`config.mk`:
```
export PLATFORM = sky130hd
export DESIGN_NAME = playfair_digraph_decrypt_core
export DESIGN_NICKNAME = d
export VERILOG_FILES = /design/src/design/pdd_pkg.sv /design/src/design/playfair_digraph_decrypt_core.sv /design/src/design/pdd_square_build.sv
export SDC_FILE = /design/constraint.sdc
export NUM_CORES = 1
export LEC_CHECK = 0
export BUFFER_PORTS_ARGS = -buffer_cell sky130_fd_sc_hd__clkbuf_2
export CAP_MARGIN = 20
export CORE_MARGIN = 1.5
export CORE_UTILIZATION = 35
export CTS_CLUSTER_SIZE = 25
export DETAILED_ROUTE_END_ITERATION = 10
export SYNTH_ARGS = -nofsm -noshare
export SYNTH_HDL_FRONTEND = slang
export SYNTH_SLANG_ARGS = --single-unit
export TNS_END_PERCENT = 20
```
`constraint.sdc`:
```
create_clock -name aclk -period 4.6 [get_ports aclk]
set_input_delay 0.92 -clock aclk [delete_from_list [all_inputs] [get_ports aclk]]
set_output_delay 0.92 -clock aclk [all_outputs]
set_load 0.01 [all_outputs]
```
`src/design/pdd_pkg.sv`:
```
// shared types, constants and helper functions for the playfair decrypt core
// no dependencies
`default_nettype none
package pdd_pkg;

    localparam int KEY_REGS = 4;
    localparam int KEY_W = 56;
    localparam int KEY_BYTES_PER_REG = 7;
    localparam int KEY_LEN_W = 5;
    localparam int LETTERS = 26;
    localparam int CELLS = 25;

    localparam logic [2:0] REG_KEY_CHARS_0 = 3'd0;
    localparam logic [2:0] REG_KEY_CHARS_1 = 3'd1;
    localparam logic [2:0] REG_KEY_CHARS_2 = 3'd2;
    localparam logic [2:0] REG_KEY_CHARS_3 = 3'd3;
    localparam logic [2:0] REG_KEY_LENGTH = 3'd4;

    localparam logic [KEY_W-1:0] KEY0_RESET = 56'd20340218885197645;
    localparam logic [KEY_W-1:0] KEY1_RESET = 56'd89;
    localparam logic [KEY_W-1:0] KEY2_RESET = 56'd0;
    localparam logic [KEY_W-1:0] KEY3_RESET = 56'd0;
    localparam logic [KEY_LEN_W-1:0] KEY_LEN_RESET = 5'd8;

    localparam logic [4:0] LETTER_I = 5'd8;
    localparam logic [4:0] LETTER_J = 5'd9;
    localparam logic [4:0] LETTER_LAST = 5'd25;
    localparam logic [4:0] CELL_COUNT = 5'd25;
    localparam logic [2:0] SIDE_LAST = 3'd4;
    localparam logic [7:0] ASCII_A = 8'h41;
    localparam logic [7:0] ASCII_Z = 8'h5a;
    localparam logic [7:0] ASCII_LA = 8'h61;
    localparam logic [7:0] ASCII_LZ = 8'h7a;
    localparam logic [7:0] CASE_GAP = 8'h20;
    localparam logic [LETTERS-1:0] USED_INIT = 26'd1 << LETTER_J;

    typedef logic [KEY_REGS-1:0][KEY_W-1:0] key_regs_t;

    typedef struct packed {
        logic       ok;
        logic [4:0] idx;
    } letter_t;

    // one write into both square memories
    typedef struct packed {
        logic       we;
        logic [4:0] cell_idx;
        logic [4:0] letter;
        logic [5:0] pos;
    } sq_wr_t;

    // key byte to letter index: case folded, j read as i
    function automatic letter_t key_letter(input logic [7:0] b);
        logic [7:0] u;
        letter_t r;
        u = b;
        if (b >= ASCII_LA && b <= ASCII_LZ) begin
            u = b - CASE_GAP;
        end
        r.ok = (u >= ASCII_A) && (u <= ASCII_Z);
        r.idx = 5'(u - ASCII_A);
        if (r.idx == LETTER_J) begin
            r.idx = LETTER_I;
        end
        return r;
    endfunction

    // ciphertext byte to letter index: uppercase only, j read as i
    function automatic letter_t cipher_letter(input logic [7:0] b);
        letter_t r;
        r.ok = (b >= ASCII_A) && (b <= ASCII_Z);
        r.idx = r.ok ? 5'(b - ASCII_A) : 5'd0;
        if (r.idx == LETTER_J) begin
            r.idx = LETTER_I;
        end
        return r;
    endfunction

    function automatic logic [4:0] cell_of(input logic [2:0] row, input logic [2:0] col);
        logic [5:0] t;
        t = {1'b0, row, 2'b00} + {3'b000, row} + {3'b000, col};
        return t[4:0];
    endfunction

    // one step back around the 5-wide ring
    function automatic logic [2:0] ring_prev(input logic [2:0] v);
        return (v == 3'd0) ? SIDE_LAST : 3'(v - 3'd1);
    endfunction

endpackage
`default_nettype wire

```
`src/design/playfair_digraph_decrypt_core.sv`:
```
// Playfair digraph decryptor: one ciphertext letter pair per beat, registered
// through position read, square read and output, one beat per cycle unless a low
// m_ready or a square rebuild stalls it, set by two memories each read at two
// addresses per cycle (letter position, then key square). After reset and after any key
// register write the square is rebuilt, s_ready low, before the next input beat.
// Inputs outside 'A'-'Z' give invalid_letter and zero letters; J is read as I.
// depends on pdd_pkg and pdd_square_build
`default_nettype none
module playfair_digraph_decrypt_core #(
    parameter int MAX_KEY_BYTES = 28
) (
    input  wire logic                      aclk,
    input  wire logic                      aresetn,
    input  wire logic                      cfg_we,
    input  wire logic [2:0]                cfg_index,
    input  wire logic [pdd_pkg::KEY_W-1:0] cfg_wdata,
    input  wire logic                      s_valid,
    output logic                           s_ready,
    input  wire logic [7:0]                s_cipher_first,
    input  wire logic [7:0]                s_cipher_second,
    output logic                           m_valid,
    input  wire logic                      m_ready,
    output logic [6:0]                     m_plain_first,
    output logic [6:0]                     m_plain_second,
    output logic                           m_invalid_letter
);
    import pdd_pkg::*;

    key_regs_t key_regs_reg;
    logic [KEY_LEN_W-1:0] key_length_reg;
    logic cfg_clear;
    sq_wr_t sq_wr;
    logic square_ready;

    logic [4:0] sq_mem [CELLS];
    logic [5:0] pos_mem [LETTERS];

    logic en, accept, start_ok;
    letter_t la, lb;
    logic v1_reg, v2_reg, m_valid_reg;
    logic inv1_reg, inv2_reg;
    logic [5:0] pos_a_reg, pos_b_reg;
    logic [4:0] sq_a_reg, sq_b_reg;
    logic [6:0] plain_first_reg, plain_second_reg;
    logic invalid_reg;
    logic [2:0] r1, c1, r2, c2;
    logic [4:0] cell_a, cell_b;

    assign cfg_clear = cfg_we && (cfg_index <= REG_KEY_LENGTH);

    always_ff @(posedge aclk) begin
        if (!aresetn) begin
            key_regs_reg[0] <= KEY0_RESET;
            key_regs_reg[1] <= KEY1_RESET;
            key_regs_reg[2] <= KEY2_RESET;
            key_regs_reg[3] <= KEY3_RESET;
            key_length_reg <= KEY_LEN_RESET;
        end else if (cfg_we) begin
            unique case (cfg_index)
                REG_KEY_CHARS_0: key_regs_reg[0] <= cfg_wdata;
                REG_KEY_CHARS_1: key_regs_reg[1] <= cfg_wdata;
                REG_KEY_CHARS_2: key_regs_reg[2] <= cfg_wdata;
                REG_KEY_CHARS_3: key_regs_reg[3] <= cfg_wdata;
                REG_KEY_LENGTH:  key_length_reg <= cfg_wdata[KEY_LEN_W-1:0];
                default: begin
                end
            endcase
        end
    end

    assign start_ok = !v1_reg && !v2_reg && !m_valid_reg;

    pdd_square_build #(
        .MAX_KEY_BYTES(MAX_KEY_BYTES)
    ) u_build (
        .aclk         (aclk),
        .aresetn      (aresetn),
        .key_regs     (key_regs_reg),
        .key_length   (key_length_reg),
        .cfg_clear    (cfg_clear),
        .start_ok     (start_ok),
        .sq_wr        (sq_wr),
        .square_ready (square_ready)
    );

    // whole pipe advances together; the output register is the last stage
    assign en = !m_valid_reg || m_ready;
    assign s_ready = en && square_ready;
    assign accept = s_valid && s_ready;

    assign la = cipher_letter(s_cipher_first);
    assign lb = cipher_letter(s_cipher_second);

    // letter position memory: one write port, two read ports
    always_ff @(posedge aclk) begin
        if (sq_wr.we) begin
            pos_mem[sq_wr.letter] <= sq_wr.pos;
        end
        if (en) begin
            pos_a_reg <= pos_mem[la.idx];
            pos_b_reg <= pos_mem[lb.idx];
        end
    end

    assign r1 = pos_a_reg[5:3];
    assign c1 = pos_a_reg[2:0];
    assign r2 = pos_b_reg[5:3];
    assign c2 = pos_b_reg[2:0];

    always_comb begin
        priority if (r1 == r2) begin
            cell_a = cell_of(r1, ring_prev(c1));
            cell_b = cell_of(r2, ring_prev(c2));
        end else if (c1 == c2) begin
            cell_a = cell_of(ring_prev(r1), c1);
            cell_b = cell_of(ring_prev(r2), c2);
        end else begin
            cell_a = cell_of(r1, c2);
            cell_b = cell_of(r2, c1);
        end
    end

    // key square memory: one write port, two read ports
    always_ff @(posedge aclk) begin
        if (sq_wr.we) begin
            sq_mem[sq_wr.cell_idx] <= sq_wr.letter;
        end
        if (en) begin
            sq_a_reg <= sq_mem[cell_a];
            sq_b_reg <= sq_mem[cell_b];
        end
    end

    always_ff @(posedge aclk) begin
        if (!aresetn) begin
            v1_reg <= 1'b0;
            v2_reg <= 1'b0;
            m_valid_reg <= 1'b0;
        end else if (en) begin
            v1_reg <= accept;
            v2_reg <= v1_reg;
            m_valid_reg <= v2_reg;
        end
    end

    always_ff @(posedge aclk) begin
        if (en) begin
            inv1_reg <= !(la.ok && lb.ok);
            inv2_reg <= inv1_reg;
            invalid_reg <= inv2_reg;
            plain_first_reg <= inv2_reg ? 7'd0 : 7'({2'b00, sq_a_reg} + ASCII_A);
            plain_second_reg <= inv2_reg ? 7'd0 : 7'({2'b00, sq_b_reg} + ASCII_A);
        end
    end

    assign m_valid = m_valid_reg;
    assign m_plain_first = plain_first_reg;
    assign m_plain_second = plain_second_reg;
    assign m_invalid_letter = invalid_reg;

endmodule
`default_nettype wire

```
`src/design/pdd_square_build.sv`:
```
// key square build sequencer: walks the key bytes, then the alphabet,
// and emits one square/position write per placed letter; uses pdd_pkg
`default_nettype none
module pdd_square_build #(
    parameter int MAX_KEY_BYTES = 28
) (
    input  wire logic                          aclk,
    input  wire logic                          aresetn,
    input  wire pdd_pkg::key_regs_t            key_regs,
    input  wire logic [pdd_pkg::KEY_LEN_W-1:0] key_length,
    input  wire logic                          cfg_clear,
    input  wire logic                          start_ok,
    output pdd_pkg::sq_wr_t                    sq_wr,
    output logic                               square_ready
);
    import pdd_pkg::*;

    localparam int LEN_W = $clog2(MAX_KEY_BYTES + 1);
    localparam int KIDX_W = (MAX_KEY_BYTES > 1) ? $clog2(MAX_KEY_BYTES) : 1;

    typedef enum logic [2:0] {
        ST_IDLE = 3'b001,
        ST_KEY  = 3'b010,
        ST_FILL = 3'b100
    } state_t;

    state_t state_reg, state_next;
    logic ready_reg, ready_next;
    logic [LETTERS-1:0] used_reg, used_next;
    logic [4:0] count_reg, count_next;
    logic [2:0] row_reg, row_next;
    logic [2:0] col_reg, col_next;
    logic [LEN_W-1:0] key_idx_reg, key_idx_next;
    logic [4:0] letter_idx_reg, letter_idx_next;

    logic [7:0] key_byte [MAX_KEY_BYTES];
    logic [LEN_W-1:0] eff_len;
    letter_t kl;
    logic place;
    logic [4:0] place_letter;

    for (genvar i = 0; i < MAX_KEY_BYTES; i++) begin : g_byte
        assign key_byte[i] = key_regs[i / KEY_BYTES_PER_REG][(i % KEY_BYTES_PER_REG) * 8 +: 8];
    end

    assign eff_len = (key_length > KEY_LEN_W'(MAX_KEY_BYTES)) ? LEN_W'(MAX_KEY_BYTES)
                                                              : key_length[LEN_W-1:0];
    assign kl = key_letter(key_byte[key_idx_reg[KIDX_W-1:0]]);

    always_comb begin
        state_next = state_reg;
        ready_next = ready_reg;
        used_next = used_reg;
        count_next = count_reg;
        row_next = row_reg;
        col_next = col_reg;
        key_idx_next = key_idx_reg;
        letter_idx_next = letter_idx_reg;
        place = 1'b0;
        place_letter = letter_idx_reg;

        unique case (state_reg)
            ST_IDLE: begin
                if (!ready_reg && start_ok) begin
                    used_next = USED_INIT;
                    count_next = '0;
                    row_next = '0;
                    col_next = '0;
                    key_idx_next = '0;
                    letter_idx_next = '0;
                    state_next = (eff_len == '0) ? ST_FILL : ST_KEY;
                end
            end
            ST_KEY: begin
                place = kl.ok && !used_reg[kl.idx];
                place_letter = kl.idx;
                key_idx_next = LEN_W'(key_idx_reg + 1'b1);
                if (key_idx_next == eff_len) begin
                    state_next = ST_FILL;
                end
            end
            ST_FILL: begin
                place = !used_reg[letter_idx_reg];
                letter_idx_next = 5'(letter_idx_reg + 5'd1);
                if (letter_idx_reg == LETTER_LAST) begin
                    state_next = ST_IDLE;
                    ready_next = 1'b1;
                end
            end
            default: begin
                state_next = ST_IDLE;
            end
        endcase

        if (place) begin
            used_next[place_letter] = 1'b1;
            if (count_reg < CELL_COUNT) begin
                count_next = 5'(count_reg + 5'd1);
                if (col_reg == SIDE_LAST) begin
                    col_next = '0;
                    row_next = 3'(row_reg + 3'd1);
                end else begin
                    col_next = 3'(col_reg + 3'd1);
                end
            end
        end

        // a key write aborts any build in flight
        if (cfg_clear) begin
            state_next = ST_IDLE;
            ready_next = 1'b0;
        end
    end

    always_comb begin
        sq_wr.we = place && (count_reg < CELL_COUNT) && !cfg_clear;
        sq_wr.cell_idx = count_reg;
        sq_wr.letter = place_letter;
        sq_wr.pos = {row_reg, col_reg};
    end

    assign square_ready = ready_reg;

    always_ff @(posedge aclk) begin
        if (!aresetn) begin
            state_reg <= ST_IDLE;
            ready_reg <= 1'b0;
        end else begin
            state_reg <= state_next;
            ready_reg <= ready_next;
        end
        used_reg <= used_next;
        count_reg <= count_next;
        row_reg <= row_next;
        col_reg <= col_next;
        key_idx_reg <= key_idx_next;
        letter_idx_reg <= letter_idx_next;
    end

endmodule
`default_nettype wire

```
==> impl_metrics.yaml <==
routing:
  drc: 0
  via_per_inst: 5.36
  vias: 22800
  drtIter0Drc: 2024
  wl_met1_microns: 37700
  postRouteAntennaNets: 0
  first_pass_iters: 5
  met2_wirelength_microns: 42500
  top_layer: "met5"
  wl_met3_microns: 4920
  wl_per_cell_microns: 20.6
  drt_wl_total_microns: 87500
sta:
  fin_crit_sh: 0.966
  finClkSkew_ns: 0.0252
  min_period_ns: 4.44
  setup_viol: 0
  drv_slew: 0
  max_freq_ghz: 0.225
  slew_headroom: 0.340
  grt_setup_unrepaired: "true"
  worstMarginPinSlew_ns: 0.989
  hold_viol: 0
synthesis:
  synth_top_area_share: 0.326
  synthFlopType: "edfxtp_1"
  yosysWarnings: 0
  synthTopCellsByArea: "edfxtp_1, dfxtp_1, nand2_1, mux4_2, a21boi_0"
  syn_area_per_cell_sq_um: 10.3
  synth_edf_count: 329
  postSynth.asyncResetShare: 0
  synth_area_leader_cell: "edfxtp_1"
  ys_seq_area_frac: 0.506
  synth_nets: 3090
  synth_cell_type_count: 91
  synthesis.area_sq_um: 30300
  syn_inst: 2948
  synth_seq_cells: 602
placed_design:
  port-buffer-count: 96
  gp_congestion: 0.876
  hpwl_microns: 59900
  dpl-instance-area_sq_um: 32800
cts:
  clk_pin_slew_worst_paths_ns: 0.06
  cts-root-buf: "clkbuf_16"
  htreeDepth: 3
  clock_sinks: 602
  numCtsBuffers: 71
  clockBufferDepth: 3
  cts_hold_buf: 0
  cts_tree: "done"
  insertion_delay_ns: 0.63
worst_setup_path:
  crit_buf_inv: 3
  crit_path_end_kind: "register"
  setup.worst_path.class: "reg -> reg"
  crit_fanout: 21
  cpMaxStageDelayCell: "edfxtp_1"
  cp.arrival_ns: 4.74
  cp_common_cell: "buf_4"
  cp_slowest_stage_delay_ns: 0.58
  cp_cell_sequence: "buf_4 > or3b_2 > o221ai_1 > a21oi_1 > nor2_1 > xnor2_1 > nand2b_1 > mux2_2 > a211oi_2 > o31a_1 > buf_12 > nand3_1 > buf_4 > nor2_2"
  critPathLaunchType: "register"
  crit_family: "simple AND/OR/NAND/NOR gates"
  cp.required_ns: 4.90
cells_and_area:
  multi_input_area_sq_um: 14300
  area_growth_pct: 16.8
  utilization: 0.414
  largest_reg_flops: 224
  fin_area_sq_um: 35400
  num-fill-cells: 8185
  register_area_sq_um: 15300
  drive_above_1_share: 0.183
  nets: 3194
floorplanning:
  die_w_microns: 297
  rows: 107
  die_h_microns: 297
  die_area_sq_um: 88400
  ioPinCount: 97
  fp.coreArea_sq_um: 85500
  initial_utilization: 0.355
grt:
  antenna_found_initial: 10
  gr-total-overflow: 0
  grt_max_degree: 142
  grt_pass1_wl_microns: 133000
  grt_usage: 0.194
  grt_pass1_vias: 21800
power_and_ir_drop:
  cellLeakagePower_nw: 12.7
  peakVddDrop_v: 0.000268
  cellPowerDensity_nw_per_um2: 435
run_status:
  status: "finished, final reports clean"
flow_run:
  drv_cap: 0
worst_hold_path:
  hold_class: "reg -> reg"
-- area by class of cell --
type	instances	area share
sequential	602	0.433
multi-input combinational	2102	0.405
clock buffer	93	0.0551
timing repair buffer	229	0.0483
tap	1144	0.0404
clock inverter	33	0.0130
inverter	46	0.00487
antenna	3	0.000212
-- per-stage QoR --
stage | hold WS (ns) | setup TNS (ns) | instances | setup WS, ns | power, W
after CTS | 0.451 | -1.17 | 4247 | -0.0606 | 0.0155
after global routing | 0.468 | -1.40 | 4250 | -0.0329 | 0.0160
after global placement | 0.429 | 0 | 4121 | 0.0235 | 0.00963
after floorplan | 0.400 | -0.597 | 2948 | -0.0360 | 0.00852
after detailed placement | 0.441 | -1.03 | 4121 | -0.0657 | 0.00965
final | 0.439 | 0 | 4252 | 0.158 | 0.0154
-- cell usage after synthesis, types with 44 or more instances --
| master | n |
|---|---|
| nand2_1 | 814 |
| edfxtp_1 | 329 |
| dfxtp_1 | 273 |
| a21boi_0 | 199 |
| clkbuf_1 | 144 |
| nor2_1 | 144 |
| nand3_1 | 130 |
| mux4_2 | 105 |
| mux2i_1 | 77 |
| o21ai_0 | 62 |
| ha_1 | 54 |
| a311oi_1 | 48 |
| inv_1 | 44 |
-- placed cells by master, fill, tap and decap left out, drive strengths merged, types with 7 or more instances in the layout --
master	count
a211oi	36
a21boi	200
a21o	9
a21oi	33
a22oi	10
a311oi	48
a31o	7
a31oi	14
and2	30
and3	32
buf	134
bufinv	9
clkbuf	188
clkinv	23
dfxtp	273
edfxtp	329
fa	8
ha	54
inv	47
mux2	28
mux2i	77
mux4	105
nand2	816
nand2b	8
nand3	131
nand4	8
nor2	144
nor2b	19
nor3	28
nor3b	7
o211ai	31
o21ai	67
o311ai	9
o31ai	14
or2	12
or3	7
xnor2	30
xor2	14
-- power breakdown --
part | total [W] | switching [W] | internal (W)
registers | 0.00598 | 0.000122 | 0.00586
clock network | 0.00581 | 0.00229 | 0.00352
logic | 0.00360 | 0.00203 | 0.00157
total | 0.0154 | 0.00445 | 0.0109
-- worst register-to-register path: cells and delay by family (launching register included) --
family	cells	cell delay, ns
compound gates	4	0.88
xor+xnor	1	0.24
buf+inv	3	0.65
flops	1	0.58
mux	1	0.28
simple gates	5	1.46
-- per-layer routing --
layer	global-route usage	vias to the layer above
li1	-	10800
met1	0.255	11100
met2	0.325	744
met3	0.0326	156
met4	0.0617	12
met5	0	-
-- path summary, 6_finish.rpt --
kind                                        startpoint                      end  slack, ns  cells past startpoint
setup reg to reg  u_build.key_idx_reg[3]$_SDFFCE_PN0P_  sq_mem[10][1]$_DFFE_PP_       0.16                     14
hold reg to reg                     inv1_reg$_DFFE_PN_       inv2_reg$_DFFE_PN_       0.44                      0
setup / recovery  u_build.key_idx_reg[3]$_SDFFCE_PN0P_  sq_mem[10][1]$_DFFE_PP_       0.16                     14
hold / removal                      inv1_reg$_DFFE_PN_       inv2_reg$_DFFE_PN_       0.44                      0
-- cells by family after synthesis --
kind of cell	Yosys count	synth area share
buf+inv	244	0.0342
xor+xnor	44	0.0130
fa+ha+maj	62	0.0276
flops	602	0.506
simple gates	1256	0.175
mux	210	0.114
compound gates	530	0.130
-- timing repair --
item                       4_1_cts  5_1_grt
pin swaps                        0        4
setup endpoints to repair       38      261
resized for setup                3       40
buffers inserted                 0        0
Power figures use the tool's default switching activity.
